<file path="src/rtl/pdf_pkg.sv">
// ----------------------------------------------------------------------------
// Packet duplicate filter package
// Depths, widths, verdict codes and sequencer states shared by the modules.
// ----------------------------------------------------------------------------
`timescale 1ns / 1ps
`default_nettype none

package pdf_pkg;

  localparam int HISTORY_DEPTH = 1024;
  localparam int IDX_W         = $clog2(HISTORY_DEPTH);
  localparam int CNT_W         = $clog2(HISTORY_DEPTH + 1);

  localparam int SEQ_W = 32;
  localparam int LEN_W = 16;
  localparam int FB_W  = 8;

  localparam logic [LEN_W-1:0] MAX_LENGTH_RESET = 16'd1500;
  localparam logic [FB_W-1:0]  VERSION_MASK     = 8'hF0;
  localparam logic [FB_W-1:0]  VERSION_IPV4     = 8'h40;

  typedef enum logic [1:0] {
    VERDICT_FORWARD    = 2'd0,
    VERDICT_BAD_LENGTH = 2'd1,
    VERDICT_NOT_IPV4   = 2'd2,
    VERDICT_DUPLICATE  = 2'd3
  } verdict_t;

  typedef enum logic [1:0] {
    ST_IDLE,
    ST_CHECK,
    ST_SCAN,
    ST_RECORD
  } state_t;

  typedef struct packed {
    logic bad_len;
    logic not_ipv4;
    logic match;
  } chk_t;

endpackage

`default_nettype wire

</file>
<file path="src/rtl/pdf_ctrl.sv">
// ----------------------------------------------------------------------------
// Packet duplicate filter sequencer
// Captures a descriptor, scans the history one entry a cycle and records it.
// ----------------------------------------------------------------------------
`timescale 1ns / 1ps
`default_nettype none

module pdf_ctrl import pdf_pkg::*; (
  input  wire logic             clk,
  input  wire logic             rst_n,
  input  wire logic             start,
  output      logic             busy,
  input  wire logic [SEQ_W-1:0] in_seq,
  input  wire logic [LEN_W-1:0] in_len,
  input  wire logic [FB_W-1:0]  in_fb,
  output      logic [SEQ_W-1:0] item_seq,
  output      logic [LEN_W-1:0] item_len,
  output      logic [FB_W-1:0]  item_fb,
  input  wire chk_t             chk,
  output      logic             ram_we,
  output      logic [IDX_W-1:0] ram_waddr,
  output      logic             ram_re,
  output      logic [IDX_W-1:0] ram_raddr,
  output      logic             res_valid,
  output      verdict_t         res_verdict
);

  state_t           state_r, state_nxt;
  logic [SEQ_W-1:0] seq_r;
  logic [LEN_W-1:0] len_r;
  logic [FB_W-1:0]  fb_r;
  logic [CNT_W-1:0] fill_r, fill_nxt;
  logic [IDX_W-1:0] oldest_r, oldest_nxt;
  logic [CNT_W-1:0] rd_cnt_r, rd_cnt_nxt;
  logic             valid_r, valid_nxt;
  verdict_t         verdict_r, verdict_nxt;
  logic             full;

  assign busy        = (state_r != ST_IDLE);
  assign item_seq    = seq_r;
  assign item_len    = len_r;
  assign item_fb     = fb_r;
  assign res_valid   = valid_r;
  assign res_verdict = verdict_r;
  assign full        = (fill_r == CNT_W'(HISTORY_DEPTH));

  always_ff @(posedge clk) begin
    if (!rst_n) begin
      state_r  <= ST_IDLE;
      fill_r   <= '0;
      oldest_r <= '0;
      rd_cnt_r <= '0;
      valid_r  <= 1'b0;
    end else begin
      state_r  <= state_nxt;
      fill_r   <= fill_nxt;
      oldest_r <= oldest_nxt;
      rd_cnt_r <= rd_cnt_nxt;
      valid_r  <= valid_nxt;
    end
  end

  always_ff @(posedge clk) begin
    if (start && !busy) begin
      seq_r <= in_seq;
      len_r <= in_len;
      fb_r  <= in_fb;
    end
    verdict_r <= verdict_nxt;
  end

  always_comb begin
    state_nxt   = state_r;
    fill_nxt    = fill_r;
    oldest_nxt  = oldest_r;
    rd_cnt_nxt  = rd_cnt_r;
    valid_nxt   = 1'b0;
    verdict_nxt = verdict_r;
    ram_we      = 1'b0;
    ram_waddr   = full ? oldest_r : fill_r[IDX_W-1:0];
    ram_re      = 1'b0;
    ram_raddr   = rd_cnt_r[IDX_W-1:0];

    case (state_r)
      ST_IDLE: begin
        if (start) begin
          state_nxt = ST_CHECK;
        end
      end
      ST_CHECK: begin
        if (chk.bad_len) begin
          verdict_nxt = VERDICT_BAD_LENGTH;
          valid_nxt   = 1'b1;
          state_nxt   = ST_IDLE;
        end else if (chk.not_ipv4) begin
          verdict_nxt = VERDICT_NOT_IPV4;
          valid_nxt   = 1'b1;
          state_nxt   = ST_IDLE;
        end else if (fill_r == '0) begin
          state_nxt = ST_RECORD;
        end else begin
          ram_re     = 1'b1;
          ram_raddr  = '0;
          rd_cnt_nxt = CNT_W'(1);
          state_nxt  = ST_SCAN;
        end
      end
      ST_SCAN: begin
        if (chk.match) begin
          verdict_nxt = VERDICT_DUPLICATE;
          valid_nxt   = 1'b1;
          state_nxt   = ST_IDLE;
        end else if (rd_cnt_r == fill_r) begin
          state_nxt = ST_RECORD;
        end else begin
          ram_re     = 1'b1;
          rd_cnt_nxt = rd_cnt_r + CNT_W'(1);
        end
      end
      ST_RECORD: begin
        ram_we = 1'b1;
        if (full) begin
          oldest_nxt = (oldest_r == IDX_W'(HISTORY_DEPTH - 1)) ? '0 : oldest_r + IDX_W'(1);
        end else begin
          fill_nxt = fill_r + CNT_W'(1);
        end
        verdict_nxt = VERDICT_FORWARD;
        valid_nxt   = 1'b1;
        state_nxt   = ST_IDLE;
      end
      default: begin
        state_nxt = ST_IDLE;
      end
    endcase
  end

endmodule

`default_nettype wire

</file>
<file path="config.mk">
export PLATFORM = sky130hd
export DESIGN_NAME = pdf_ctrl
export DESIGN_NICKNAME = d
export VERILOG_FILES = /design/src/rtl/pdf_pkg.sv /design/src/rtl/pdf_ctrl.sv
export SDC_FILE = /design/constraint.sdc
export NUM_CORES = 1
export LEC_CHECK = 0
export BUFFER_PORTS_ARGS = -buffer_cell sky130_fd_sc_hd__buf_2
export CAP_MARGIN = 0
export CORE_MARGIN = 2
export CORE_UTILIZATION = 51
export CTS_BUF_LIST = sky130_fd_sc_hd__clkbuf_4 sky130_fd_sc_hd__clkbuf_8
export DETAILED_ROUTE_END_ITERATION = 10
export GPL_TIMING_DRIVEN = 1
export PLACE_DENSITY = 0.93
export SETUP_SLACK_MARGIN = 0.02
export SYNTH_ARGS = -nofsm -noshare
export SYNTH_HDL_FRONTEND = slang
export SYNTH_SLANG_ARGS = --single-unit
</file>
<file path="constraint.sdc">
create_clock -name clk -period 3.5 [get_ports clk]
set_clock_uncertainty 0.1 [all_clocks]
set_input_delay 0.175 -clock clk [delete_from_list [all_inputs] [get_ports clk]]
set_output_delay 0.175 -clock clk [all_outputs]
set_load 0.01 [all_outputs]
</file>
Word level (Yosys, flattened, before mapping)
Index checks and enable logic that the tools add are counted.
{"block": "op_classes", "n_addsub": 3, "eq_ne": 15, "n_mux": 34, "bitwise": 1, "reduce_logical": 12}
{"cell": "two-way mux 10 bit", "n": 6}
{"cell": "two-way mux 11 bit", "n": 5}
{"cell": "adder 11 x 1 -> 11 bit (second input constant)", "n": 2}
{"cell": "one-hot mux 11 bit (2 select lines)", "n": 1}
{"cell": "two-way mux 2 bit", "n": 8}
{"cell": "inequality test 2 bit (second input constant)", "n": 7}
{"cell": "== test 11 bit", "n": 1}
{"cell": "== test 11 bit (second input constant)", "n": 1}
{"cell": "logical NOT 11 bit", "n": 1}
{"cell": "adder 10 x 1 -> 10 bit (second input constant)", "n": 1}
{"cell": "== test 10 bit (second input constant)", "n": 1}
{"cell": "two-way mux 1 bit", "n": 10}
{"cell": "one-hot mux 2 bit (4 select lines)", "n": 1}
{"cell": "inequality test 3 bit (second input constant)", "n": 2}
{"cell": "one-hot mux 2 bit (3 select lines)", "n": 1}
{"cell": "AND reduction 2 bit", "n": 3}
{"cell": "AND reduction 6 bit", "n": 1}
{"cell": "== test 2 bit (second input constant)", "n": 2}
{"cell": "nonzero test 2 bit", "n": 2}
{"cell": "one-hot mux 1 bit (3 select lines)", "n": 1}
{"cell": "AND reduction 3 bit", "n": 1}
{"cell": "nonzero test 3 bit", "n": 1}
{"cell": "== test 2 x 1 -> 1 bit (second input constant)", "n": 1}
{"cell": "logical NOT 2 bit", "n": 1}
{"cell": "4 further kinds", "n": 4}
{"block": "totals", "regBits": 93, "inputBits": 62, "out_inout_bits": 82}

Depth between registers and ports, before layout
{"block": "logic_depth", "word_depth": 5, "mapped_depth": 8}

Worst setup path after synthesis
OpenSTA, ideal clock, no wires.
{"block": "synth_path", "path_type": "register to register", "startpoint": "register state_r[1]", "endpoint": "register fb_r[0] (netlist: item_fb[0]) (enable)", "setup_ns": 0.419, "path_stages_with_launch": 4, "required_ns": 2.981, "slack_ns": 1.000, "t_arrival_ns": 1.980, "cell_sequence": "dfxtp_1 inv_1 ha_1 and2_1"}
{"block": "synth_via", "elab_chain_cells": 3}
{"element": "start, declared", "line_no": "pdf_ctrl.sv:28", "source": "state_t state_r, state_nxt;"}
{"element": "start signal, assigned", "line_no": "pdf_ctrl.sv:55", "source": "state_r <= state_nxt;"}
{"element": "nonzero test 2 bit", "line_no": "pdf_ctrl.sv:39", "source": "assign busy = (state_r != ST_IDLE);"}
{"element": "logical NOT 1 bit", "line_no": "pdf_ctrl.sv:64", "source": "if (start && !busy) begin"}
{"element": "logical AND 1 bit", "line_no": "pdf_ctrl.sv:64"}
{"element": "end signal, assigned", "line_no": "pdf_ctrl.sv:67", "source": "fb_r <= in_fb;"}
{"element": "end, declared", "line_no": "pdf_ctrl.sv:31", "source": "logic [FB_W-1:0] fb_r;"}
Every way passes these cells.
A chain may end at the register's enable or synchronous reset.

Worst setup path after layout
{"block": "layout_path", "startpoint": "register fill_r[0]", "endpoint": "output port ram_waddr[3]"}
{"block": "layout_via", "elab_chain_cells": 2}
{"element": "start, declared", "line_no": "pdf_ctrl.sv:32", "source": "logic [CNT_W-1:0] fill_r, fill_nxt;"}
{"element": "start signal, assigned", "line_no": "pdf_ctrl.sv:56", "source": "fill_r <= fill_nxt;"}
{"element": "== test 11 bit", "line_no": "pdf_ctrl.sv:45", "source": "assign full = (fill_r == CNT_W'(HISTORY_DEPTH));"}
{"element": "two-way mux 10 bit", "line_no": "pdf_ctrl.sv:80", "source": "ram_waddr = full ? oldest_r : fill_r[IDX_W-1:0];"}
{"element": "end, declared", "line_no": "pdf_ctrl.sv:21", "source": "output logic [IDX_W-1:0] ram_waddr,"}
Every way passes these cells.

==> metrics <==
status finished, final reports clean; synth top area cells edfxtp_1 (44%), dfxtp_1 (18%), xnor2_1 (3.3%); worst endpoint required time between 3000 and 4000 ps; vias per cell between 5 and 6; fin. max-slew vios 0; wire length of the first global-routing pass 16730 microns; CTS clk-pin slew, worst paths 100 ps; clock root buffer master clkbuf_8; TNS Setup 0 ps; die height ~90 microns; first-pass detailed-route iteration total 4; routed len/inst approximately 17 microns; FMAX approximately 340 MHz; post-CTS setup buffer count 0; Unique masters post-synth 50; # nets final ~600; Crit Path Class reg2out; Post-Syn Instances between 300 and 400; largest net degree at the start of global routing 57; clk sinks 93; top post-synthesis cells by count edfxtp_1 (58), dfxtp_1 (35), nor2_1 (29); DRC viols 0; hold path endpoint rd_cnt_r[7]; Seq cells post-synth slightly above 90; Worst-Margin Slew around 1200 ps; Syn Nets around 410; cell area after synthesis around 0.004 sq mm; CP Launch Type register; pre-CTS setup slack 926.2 ps; Hold Path Depth 3; R2R Path End oldest_r[5]; cts bufs inserted 9; ratio of cells with drive above 1 in the final layout 31.12%; post-CTS sizing 0; ys flop type edfxtp_1; pwr/cell area between 300 and 400 mW/mm^2; Worst R2R Setup Slack roughly 880 ps; final WL 10700 microns; Synth top area share between 40 and 50%; combinational fraction of design power a little under an eighth; detailed placer's ending HPWL 6756 microns; sequential fraction of the synthesis area about three fifths; initial antenna violation count 0; Antenna Cells 0; Warnings, synthesis 0; Fill cells slightly below 500; maximum VDD drop roughly 0.19 mV; hold_sp rst_n; most common cell in the netlist edfxtp_1; RSZ-0062 raised after global routing no; vias 3445; switching power between 500 and 600 uW; setup ws final about 600 ps; CORE AREA roughly 0.0076 sq mm; Setup violations, final 0; Crit. End Element output pin; grt ovf 0; worst-path maximum fanout 14; r2r worst-path depth 7; vias in the first global route 3343; Slew HR slightly below 20%; worst-skew pair later-pin latency approximately 350 ps; Worst Hold Class in2reg; P_leak between 0.002 and 0.0025 uW; crit path time final approximately 2900 ps; Site Rows 32; port bufs around 140; area leader, netlist edfxtp_1; cell-internal power ~1600 uW; Sequential Power Share roughly 57%; EDFF count, synth a little under 60; Post-synth ARST share 0%; die area ~0.0085 sq mm; DRT iter0 DRCs around 180; switch share 25.36%; CTS tree yes; worst hold margin around 55 ps; Data arrival, critical path 2630 ps; htree depth 3; CTS Hold Buffers Added 56; DRT antenna net count 0; final period utilization 83.01%; Max clock buf depth 2; Final Wtd Congestion 0.8636; Syn Area/Cell ~12 sq um; RR Startpoint fill_r[0]; gr usage total 25.06%; DIE WIDTH 92.26 microns; Max-cap violations 0; Hold Violations, Final 0; Starting Density roughly half; Ports between 100 and 150; clock power share a little under a third; Synth-to-Final Area Change 39.12%
logic make-up after synthesis:
kind of cell / synth area share, %
DFF: 61.48
muxes: 1.134
adders and majority gates: 2.835
buffers and inverters: 2.709
xor gates and xnor gates: 6.394
and+or+nand+nor: 16.91
AOI/OAI and AO/OA: 8.535
through the flow:
stage | total power (uW) | utilization (%) | instance area (sq um) | std cells
6_report | 2180 | 72.27 | 5527 | 645
5_1_grt | 2250 | 72.27 | 5527 | 645
2_1_floorplan | 1364 | - | 3973 | 340
3_3_place_gp | 1456 | 62.52 | 4781 | 573
4_1_cts | 2181 | 72.27 | 5527 | 645
3_5_place_dp | 1464 | 62.52 | 4781 | 573
registers in the layout (all words and copies together), names as in the netlist:
| register | cells |
|---|---|
| item_seq | 32 |
| item_len | 16 |
| fill_r | 11 |
| rd_cnt_r | 11 |
| oldest_r | 10 |
| item_fb | 8 |
| res_verdict | 2 |
| state_r | 2 |
| res_valid | 1 |
power groups by stage:
stage / sequential, uW / combinational [uW] / clock (uW)
finish: 1250 / 252 / 680
global route: 1250 / 270 / 728
CTS: 1240 / 245 / 692
detailed placement: 1270 / 194 / 0
global placement: 1270 / 189 / 0
floorplan: 1300 / 66.3 / 0
layout by cell type, fill, tap and decap left out, types with 6 or more instances in the layout:
cell type | Yosys | layout
xor2_1 | 14 | 14
nand2_1 | 24 | 24
dfxtp_1 | 35 | 35
clkbuf_8 | 0 | 9
and3_1 | 6 | 6
xnor2_1 | 15 | 15
nor3_1 | 6 | 6
inv_1 | 12 | 12
dlygate4sd3_1 | 0 | 56
ha_1 | 9 | 9
nand3_1 | 15 | 15
edfxtp_1 | 58 | 58
o21ai_0 | 9 | 9
nor2b_1 | 11 | 11
nor2_1 | 29 | 29
buf_2 | 2 | 143
a31oi_1 | 6 | 6
nand4_1 | 13 | 13
a21o_1 | 6 | 6
worst max-delay path, stage by stage, from the launching register on:
cell and delay [ps]:
dfxtp_1 360, inv_1 110, ha_1 140, or4b_1 510, nor4b_4 590, buf_4 290, nand2_1 70, nand2_1 70
buf_2 120
worst max path at each step:
stage	slack (ps)	startpoint	to	depth (start not counted)
2_1_floorplan	1000	state_r[1]	item_fb[0]	3
3_3_place_gp	1040	fill_r[0]	oldest_r[5]	7
3_5_place_dp	930	fill_r[0]	oldest_r[5]	7
4_1_cts	590	fill_r[0]	ram_waddr[3]	8
5_1_grt	350	fill_r[0]	ram_re	8
6_report	590	fill_r[0]	ram_waddr[3]	8
routing by layer:
layer / vias to the layer above / GRT usage [%] / wire length (microns)
li1: 1623 / - / -
met1: 1641 / 31.07 / 4502
met2: 165 / 44.18 / 5357
met3: 16 / 5.259 / 678
met4: 0 / 7.338 / 156
met5: - / 0 / 0
cell type report:
cell class,count,area [sq um],area share (%)
Sequential cell,93,2442,44.19
Clock inverter,6,53.80,0.9735
Timing Repair Buffer,202,1299,23.50
Tap cell,102,127.6,2.309
Inverter,13,48.80,0.8830
Clock buffer,10,131.4,2.377
Multi-Input combinational cell,219,1424,25.76
Power figures use the tool's default switching activity.
