## src/rtl/pdf_pkg.sv

```systemverilog
// ----------------------------------------------------------------------------
// Packet duplicate filter package
// Depths, widths, verdict codes and sequencer states shared by the modules.
// ----------------------------------------------------------------------------
`timescale 1ns / 1ps
`default_nettype none

package pdf_pkg;

  localparam int HISTORY_DEPTH = 1024;
  localparam int IDX_W         = $clog2(HISTORY_DEPTH);
  localparam int CNT_W         = $clog2(HISTORY_DEPTH + 1);

  localparam int SEQ_W = 32;
  localparam int LEN_W = 16;
  localparam int FB_W  = 8;

  localparam logic [LEN_W-1:0] MAX_LENGTH_RESET = 16'd1500;
  localparam logic [FB_W-1:0]  VERSION_MASK     = 8'hF0;
  localparam logic [FB_W-1:0]  VERSION_IPV4     = 8'h40;

  typedef enum logic [1:0] {
    VERDICT_FORWARD    = 2'd0,
    VERDICT_BAD_LENGTH = 2'd1,
    VERDICT_NOT_IPV4   = 2'd2,
    VERDICT_DUPLICATE  = 2'd3
  } verdict_t;

  typedef enum logic [1:0] {
    ST_IDLE,
    ST_CHECK,
    ST_SCAN,
    ST_RECORD
  } state_t;

  typedef struct packed {
    logic bad_len;
    logic not_ipv4;
    logic match;
  } chk_t;

endpackage

`default_nettype wire

```

## src/rtl/pdf_check.sv

```systemverilog
// ----------------------------------------------------------------------------
// Packet duplicate filter check unit
// Length and version checks and the shared sequence number comparator.
// ----------------------------------------------------------------------------
`timescale 1ns / 1ps
`default_nettype none

module pdf_check import pdf_pkg::*; (
  input  wire logic [SEQ_W-1:0] seq,
  input  wire logic [LEN_W-1:0] pkt_length,
  input  wire logic [FB_W-1:0]  first_byte,
  input  wire logic [LEN_W-1:0] max_length,
  input  wire logic [SEQ_W-1:0] hist_data,
  output      chk_t             chk
);

  always_comb begin
    chk.bad_len  = (pkt_length == '0) || (pkt_length > max_length);
    chk.not_ipv4 = (first_byte & VERSION_MASK) != VERSION_IPV4;
    chk.match    = (hist_data == seq);
  end

endmodule

`default_nettype wire

```

## config.mk

```make
export PLATFORM = sky130hd
export DESIGN_NAME = pdf_check
export DESIGN_NICKNAME = d
export VERILOG_FILES = /design/src/rtl/pdf_pkg.sv /design/src/rtl/pdf_check.sv
export SDC_FILE = /design/constraint.sdc
export NUM_CORES = 1
export LEC_CHECK = 0
export BUFFER_PORTS_ARGS = -buffer_cell sky130_fd_sc_hd__buf_2
export CAP_MARGIN = 0
export CORE_UTILIZATION = 33
export DETAILED_ROUTE_END_ITERATION = 8
export GPL_TIMING_DRIVEN = 0
export PLACE_DENSITY = 0.84
export SYNTH_ARGS = -nofsm -noshare
export SYNTH_HDL_FRONTEND = slang
export SYNTH_SLANG_ARGS = --single-unit
export TNS_END_PERCENT = 10
```

## constraint.sdc

```tcl
create_clock -name vclk -period 1.8
set_clock_uncertainty 0.1 [all_clocks]
set_input_delay 0.18 -clock vclk [all_inputs]
set_output_delay 0.18 -clock vclk [all_outputs]
set_load 0.01 [all_outputs]
```

# [Word-level counts from Yosys, hierarchy flattened]
# Cells that the tools add are included.
# W data, S select, Z words.
[word_totals] out_inout_bits=3 inputBits=104 register_bits=0 elab_cells=5
[op_classes] reduce_logical=2 magnitude_cmp=1 eq_ne=2
[op_table] cell="$eq A32 B32 Y1" n=1
[op_table] cell="$gt A16 B16 Y1" n=1
[op_table] cell="$logic_not A16 Y1" n=1
[op_table] cell="$ne A4 B3 Y1 const B" n=1
[op_table] cell="$logic_or A1 B1 Y1" n=1

# [Depth between registers and ports, before layout]
# Gate-level depths: netlist (run 1).
[depth] depth_word=2 ltp_mapped=6 ltp_nobuf=6

# [Least setup slack after synthesis (run 1)]
# No wires, ideal clock.
[synth_timing] path_type="input to output" from="input max_length[1]" to="output chk[2] (netlist bit)" required_time_ns=1.520 arrival_time_ns=1.233 setup_slack_ns=0.287 cell_stages=6 n_path_buf=0 path_cell_list="inv_1 > ha_1 > nor2b_1 > o211ai_2 > a2111oi_2 > o41a_1"
[synth_rtl] item="start, declared" line="pdf_check.sv:12" text="input wire logic [LEN_W-1:0] max_length,"
[synth_rtl] item="end, declared" line="pdf_check.sv:14" text="output chk_t chk"

==> results of run 1 <==
layout make-up:
type	count	area [um^2]
fill	220	881
inverter	16	60.1
multi-input combinational	88	763
tap	28	35.0
timing repair buffer	103	515
cells by family (layout without fill, tap and decap cells):
family / count (synthesis) / after routing / share of synthesized area, %
AO/OA/AOI/OAI: 13 / 13 / 12.2
buffers and inverters: 16 / 119 / 7.43
AND/OR/NAND/NOR: 27 / 27 / 20.9
XOR/XNOR: 32 / 32 / 34.7
adder cells (fa/ha/maj): 16 / 16 / 24.8
routing by layer:
layer / part of all wire [%] / vias to the layer above / GRT usage, %
li1: - / 583 / -
met1: 36 / 470 / 15.6
met2: 56 / 55 / 34.6
met3: 7.5 / 0 / 0.877
met4: 0 / 0 / 0
met5: 0 / - / 0
timing repair:
item | 4_1_cts | 5_1_grt
endpoints found under the hold margin | 0 | 0
endpoints found under the setup margin | 0 | 1
gates resized for setup | 0 | 2
through the flow:
stage                     util (%)  hold slack (ns)  setup slack (ns)
final                         60.9            0.535            0.0690
after global routing          60.9            0.545           0.00999
after CTS                     60.3            0.537            0.0656
after detailed placement      60.3            0.535            0.0685
after global placement        60.3            0.536            0.0756
after floorplan                  -            0.377             0.287
synth_stat cells (all sizes together):
cell | instances | area [um^2]
a211oi | 1 | 7.51
nand4 | 7 | 50.1
a2111oi | 1 | 15.0
o41a | 1 | 11.3
ha | 16 | 200
xor2 | 32 | 280
nand2 | 2 | 7.51
or4b | 1 | 10.0
nor4 | 13 | 81.3
a21o | 2 | 15.0
nor2b | 1 | 6.26
nand3 | 2 | 10.0
nor2 | 1 | 3.75
a21oi | 6 | 30.0
inv | 16 | 60.1
o211ai | 2 | 20.0
final timing paths:
check          start  endpoint  slack (ns)  depth (start not counted)
max    pkt_length[9]    chk[2]        0.07                          7
min    first_byte[4]    chk[1]        0.54                          3
critical path: cells and delay by family:
family                   cells  cell delay [ns]
buffers and inverters        2             0.26
adder cells (fa/ha/maj)      1             0.31
AND/OR/NAND/NOR              1             0.07
AO/OA/AOI/OAI                3             0.63
where the power goes:
part,total [mW],switching [mW],internal (mW)
Combinational,0.272,0.119,0.152
Clock,0,0,0
Sequential,0,0,0
Total,0.272,0.119,0.152
==> out/results.txt, run 1 <==
clock buffers: 0
Netlist cell types: 18
initial DRC count: 7
measured slew at the worst slew-check pin: 0.311 ns
Port Buffers: 103
Ports: 107
wire length per cell: 10.1 um
outcome: finished clean
RePlAce Congestion: 0.750
syn avg cell area: 7.77 um^2
most numerous cell on the critical path: buf_2
Final HPWL DP: 2300 um
Crit-path slowest cell: o41a_1
Power Dens Cells: 198 nW/um^2
final slew viol count: 0
crit path DAT: 1.45 ns
first-pass GRT wire length: 3260 um
initial antenna violation count: 0
pin count of the biggest net entering global routing: 5
final setup vio count: 0
peak supply drop: 0.125 mV
Total Routed Length: 2360 um
Total Routing Usage GR: 15.4%
Sequential Area: 0 um^2
FFs & Latches: 0
final antenna diode count: 0
number of global-route vias before repair: 966
Yosys Warn Count: 0
Initial Util: 35.8%
Die Ht: 51.5 um
layout cell share with drive strength beyond 1: 52.2%
commonest cells after routing, fill and taps aside: buf_2 (103), xor2_1 (32), inv_1 (16), ha_1 (16), nor4_1 (12)
Critical Path Start Type: input port
FP Rows: 17
fmax: 578 MHz
layout net count: 329
antenna viol nets, final: 0
Fin. Hold Viols: 0
DR vias: 1108
Crit Path Max Fanout: 2
RSZ-0062 raised after global routing: false
Synth Instances: 104
post-route clock period utilization: 96.2%
Synthesized Nets: 224
mapped cell area: 808 um^2
die area: 2650 um^2
Remaining Overflow, GRT: 0
worst-path cell chain: buf_2, ha_1, a21o_1, nand3_1, a21oi_1, o41a_1, buf_2
post-synthesis sequential area ratio: 0%
placed cell count: 235
core area: 2250 um^2
hold_buf cts: 0
P&R area growth vs syn: 70.0%
# Post-CTS Setup Buffers: 0
Tot Pwr: 0.272 mW
fin area: 1370 um^2
placed inst area: 1360 um^2
Avg Vias per Cell: 4.71
slew margin rel.: 79.0%
fin crit period: 1.73 ns
P_leak: 0.804 nW
max_cap viols: 0
1st-pass router iterations: 3
DRC viols: 0
post-layout instance count excluding filler cells: 235
crit path kind: in -> out
CP peak stage delay: 0.40 ns
die width: 51.5 um
hold crit path type: in -> out
CP required: 1.52 ns
crit end category: output port
Post-Route Setup TNS: 0 ns
most common cell after layout, fill and taps aside: buf_2
Power figures use the tool's default switching activity.
==> run 2: changes to the inputs <==
ABC_AREA = 1   (was not set)
CORE_UTILIZATION = 34   (was 33)
==> run 2 against run 1 <==
Effect of this change: core utilization increased by 0.64 points; synthesized area increased by 5.3%; wire length decreased by 0.93%; worst hold slack got worse by 0.0016 ns; die area increased by 2.1%; critical path depth increased by 2; synthesized cell count increased by 29%; via count increased by 8.3%; non-clock buffer count unchanged; power increased by 5.0%; cell area increased by 2.0%; highest routed layer is now met4.
==> out/results.txt, run 2 <==
Crit-path slowest cell: ha_1
Port Buffers: 103
hold_buf cts: 0
clock share of power: 0%
initial DRC count: 0
Synth top cells by count: xnor2_1 (28), inv_1 (24), nand2_1 (22)
DRC viols: 0
multi-input logic area: 761 um^2
die width: 52.0 um
met1 Usage GRT: 16.2%
FFs & Latches: 0
Power Dens Cells: 204 nW/um^2
post-layout util: 61.6%
crit path kind: in -> out
final antenna diode count: 0
CP required: 1.52 ns
combinational share of power: 100.0%
Crit Path Max Fanout: 3
Ports: 107
Post-Route Setup TNS: 0 ns
die area: 2710 um^2
Synth Instances: 134
Final HPWL DP: 2340 um
peak supply drop: 0.113 mV
met2 Usage GRT: 34.4%
first-pass GRT wire length: 3480 um
final slew viol count: 0
GR peak layer: met2
core area: 2280 um^2
Synthesized Nets: 254
Total Routed Length: 2340 um
fin crit period: 1.55 ns
Netlist cell types: 15
fmax: 646 MHz
commonest cells after routing, fill and taps aside: buf_2 (103), xnor2_1 (28), inv_1 (24)
most instantiated library cell after synthesis: xnor2_1
filler instances: 222
Int Power: 0.166 mW
layout cell share with drive strength beyond 1: 43.9%
switching power: 0.120 mW
mapped cell area: 851 um^2
slew margin rel.: 79.0%
Initial Util: 37.4%
Fin. Hold Viols: 0
CP peak stage delay: 0.30 ns
RePlAce Congestion: 0.735
initial antenna violation count: 0
Synth top area share: 28.8%
clock buffers: 0
Avg Vias per Cell: 4.53
GR Util met3: 0.877%
wire length per cell: 8.83 um
most common cell after layout, fill and taps aside: buf_2
RSZ-0062 raised after global routing: false
crit end category: output port
most numerous cell on the critical path: nand2_1
P&R area growth vs syn: 64.7%
Area contributors post-synth: xnor2_1 (29%), ha_1 (24%), inv_1 (11%)
Crit. Startpoint: pkt_length[11]
measured slew at the worst slew-check pin: 0.312 ns
antenna viol nets, final: 0
1st-pass router iterations: 1
Yosys Warn Count: 0
pin count of the biggest net entering global routing: 4
Flop pwr share: 0%
DR vias: 1200
crit path DAT: 1.27 ns
Critical Path Start Type: input port
final setup vio count: 0
FP Rows: 17
P_leak: 0.824 nW
post-cts resize count: 0
worst-path cell chain: buf_2, ha_1, nand4_1, nor3_1, nand2_1, nand2_1, nand2_1, nand2_1, buf_2
Die Ht: 52.0 um
Sequential Area: 0 um^2
max_cap viols: 0
hold crit path type: in -> out
syn avg cell area: 6.35 um^2
# Post-CTS Setup Buffers: 0
Sw Ratio: 41.9%
post-synthesis sequential area ratio: 0%
leading area contributor after synthesis: xnor2_1
Total Routing Usage GR: 16.1%
Remaining Overflow, GRT: 0
number of global-route vias before repair: 1046
layout net count: 359
outcome: finished clean
post-route clock period utilization: 86.0%
HP Start: first_byte[7]
run 2: final timing paths:
| kind | to | depth (start not counted) |
|---|---|---|
| max | chk[2] | 9 |
| min | chk[1] | 3 |
run 2: cell families (layout without fill, tap and decap cells):
logic type	after synthesis	count (layout)	synth area share (%)
compound gates	8	8	5.00
simple gates	56	56	30.0
buf+inv	24	127	10.6
fa+ha+maj	16	16	23.5
xor+xnor	30	30	30.9
run 2: layout make-up:
class                           count  share of cell area (%)
Multi-Input combinational cell    110                    54.3
Timing Repair Buffer              103                    36.8
Tap cell                           28                    2.50
Inverter                           24                    6.43
run 2: metal layers:
layer  wire length (um)  share of wire, %
met5                  0                 0
met4                 40               1.7
met3                188               8.0
met2               1300                56
met1                812                35
run 2: power groups by stage:
stage | sequential [mW] | combinational, mW | clock, mW
2_1_floorplan | 0 | 0.143 | 0
3_3_place_gp | 0 | 0.282 | 0
3_5_place_dp | 0 | 0.289 | 0
4_1_cts | 0 | 0.290 | 0
5_1_grt | 0 | 0.325 | 0
6_report | 0 | 0.286 | 0
run 2: metrics by stage:
step	hold WS (ns)	setup WS [ns]	std cells	area [um^2]	total power, mW
after floorplan	0.367	0.506	134	851	0.143
after global placement	0.529	0.250	265	1400	0.282
after detailed placement	0.534	0.230	265	1400	0.289
after CTS	0.535	0.229	265	1400	0.290
after global routing	0.548	0.110	265	1400	0.325
final	0.534	0.252	265	1400	0.286
run 2: worst max-delay path, delay by kind of cell:
family	cells	cell delay (ns)
and+or+nand+nor	6	0.55
adders and majority gates	1	0.30
buffers and inverters	2	0.24
==> run 3: changes to the inputs <==
CORE_MARGIN = 2   (was not set)
MAX_ROUTING_LAYER = met4   (was not set)
==> run 3 against run 2 <==
Effect of this change: maximum frequency decreased by 1.3%; highest routed layer unchanged; sequential share of layout area unchanged; cell count increased by 0.75%; critical endpoint unchanged; global-route usage decreased by 0.57 points; non-clock buffer count unchanged; die area increased by 7.8%.
==> out/results.txt, run 3 (same netlist as run 2, synthesis figures left out) <==
number of global-route vias before repair: 1038
Port Buffers: 103
Fin Hold WS: 0.542 ns
core area: 2430 um^2
die width: 54.0 um
DR vias: 1183
initial DRC count: 4
filler instances: 245
FP Rows: 18
Die Ht: 54.0 um
post-route setup slack: 0.232 ns
Power Dens Cells: 204 nW/um^2
Initial Util: 35.0%
commonest cells after routing, fill and taps aside: buf_2 (103), xnor2_1 (28), inv_1 (24)
crit end category: output port
multi-input logic area: 761 um^2
hold_buf cts: 0
outcome: finished clean
antenna viol nets, final: 0
Total Routed Length: 2390 um
Ports: 107
Remaining Overflow, GRT: 0
RePlAce Congestion: 0.735
P_leak: 0.824 nW
Critical Path Start Type: input port
initial antenna violation count: 0
measured slew at the worst slew-check pin: 0.313 ns
pin count of the biggest net entering global routing: 4
Tot Pwr: 0.287 mW
1st-pass router iterations: 4
peak supply drop: 0.124 mV
fmax: 638 MHz
Avg Vias per Cell: 4.43
Fin. Hold Viols: 0
crit path DAT: 1.29 ns
crit path kind: in -> out
fin crit period: 1.57 ns
first-pass GRT wire length: 3530 um
Final HPWL DP: 2350 um
final setup vio count: 0
Crit Path Max Fanout: 3
RSZ-0062 raised after global routing: false
FFs & Latches: 0
final slew viol count: 0
CP required: 1.52 ns
most common cell after layout, fill and taps aside: buf_2
slew margin rel.: 78.9%
layout net count: 359
layout cell share with drive strength beyond 1: 43.9%
DRC viols: 0
final antenna diode count: 0
post-route clock period utilization: 87.1%
Post-Route Setup TNS: 0 ns
post-cts resize count: 0
Sequential Area: 0 um^2
# Post-CTS Setup Buffers: 0
Total Routing Usage GR: 15.6%
wire length per cell: 8.94 um
hold crit path type: in -> out
pre-CTS setup slack: 0.239 ns
post-layout util: 57.7%
P&R area growth vs syn: 65.0%
die area: 2920 um^2
max_cap viols: 0
clock buffers: 0
[run 3: cell counts in the layout (fill, tap and decap cells not counted)]
No cell type changed its count.
[run 3: worst paths after layout]
kind	slack, ns	startpoint	endpoint	cells after the start
worst max-delay path	0.23	pkt_length[11]	chk[2]	9
worst min-delay path	0.54	first_byte[6]	chk[1]	3
[run 3: routing by layer]
metal	GRT usage (%)	vias up	wire, um
met5	-	-	0
met4	1.67	0	10
met3	0.556	2	203
met2	30.9	58	1270
met1	17.5	482	902
li1	-	641	-
[run 3: per-stage QoR]
stage | cell area [um^2] | instances
global placement | 1400 | 267
detailed placement | 1400 | 267
global route | 1400 | 267
floorplan | 851 | 134
CTS | 1400 | 267
finish | 1400 | 267
[run 3: critical path, cell delays in order]
cell and delay (ns):
buf_2 0.11, ha_1 0.30, nand4_1 0.12, nor3_1 0.22
nand2_1 0.08, nand2_1 0.06, nand2_1 0.05, nand2_1 0.05
buf_2 0.13
[run 3: final cells by class]
class | instances | share of cell area (%)
repair buffers | 103 | 36.7
inverters | 24 | 6.42
multi-input cells | 110 | 54.2
well taps | 30 | 2.67
[run 3: power by group]
part | switching, mW | leakage, nW | internal (mW) | total (mW)
clock | 0 | 0 | 0 | 0
combinational | 0.121 | 0.824 | 0.166 | 0.287
sequential | 0 | 0 | 0 | 0
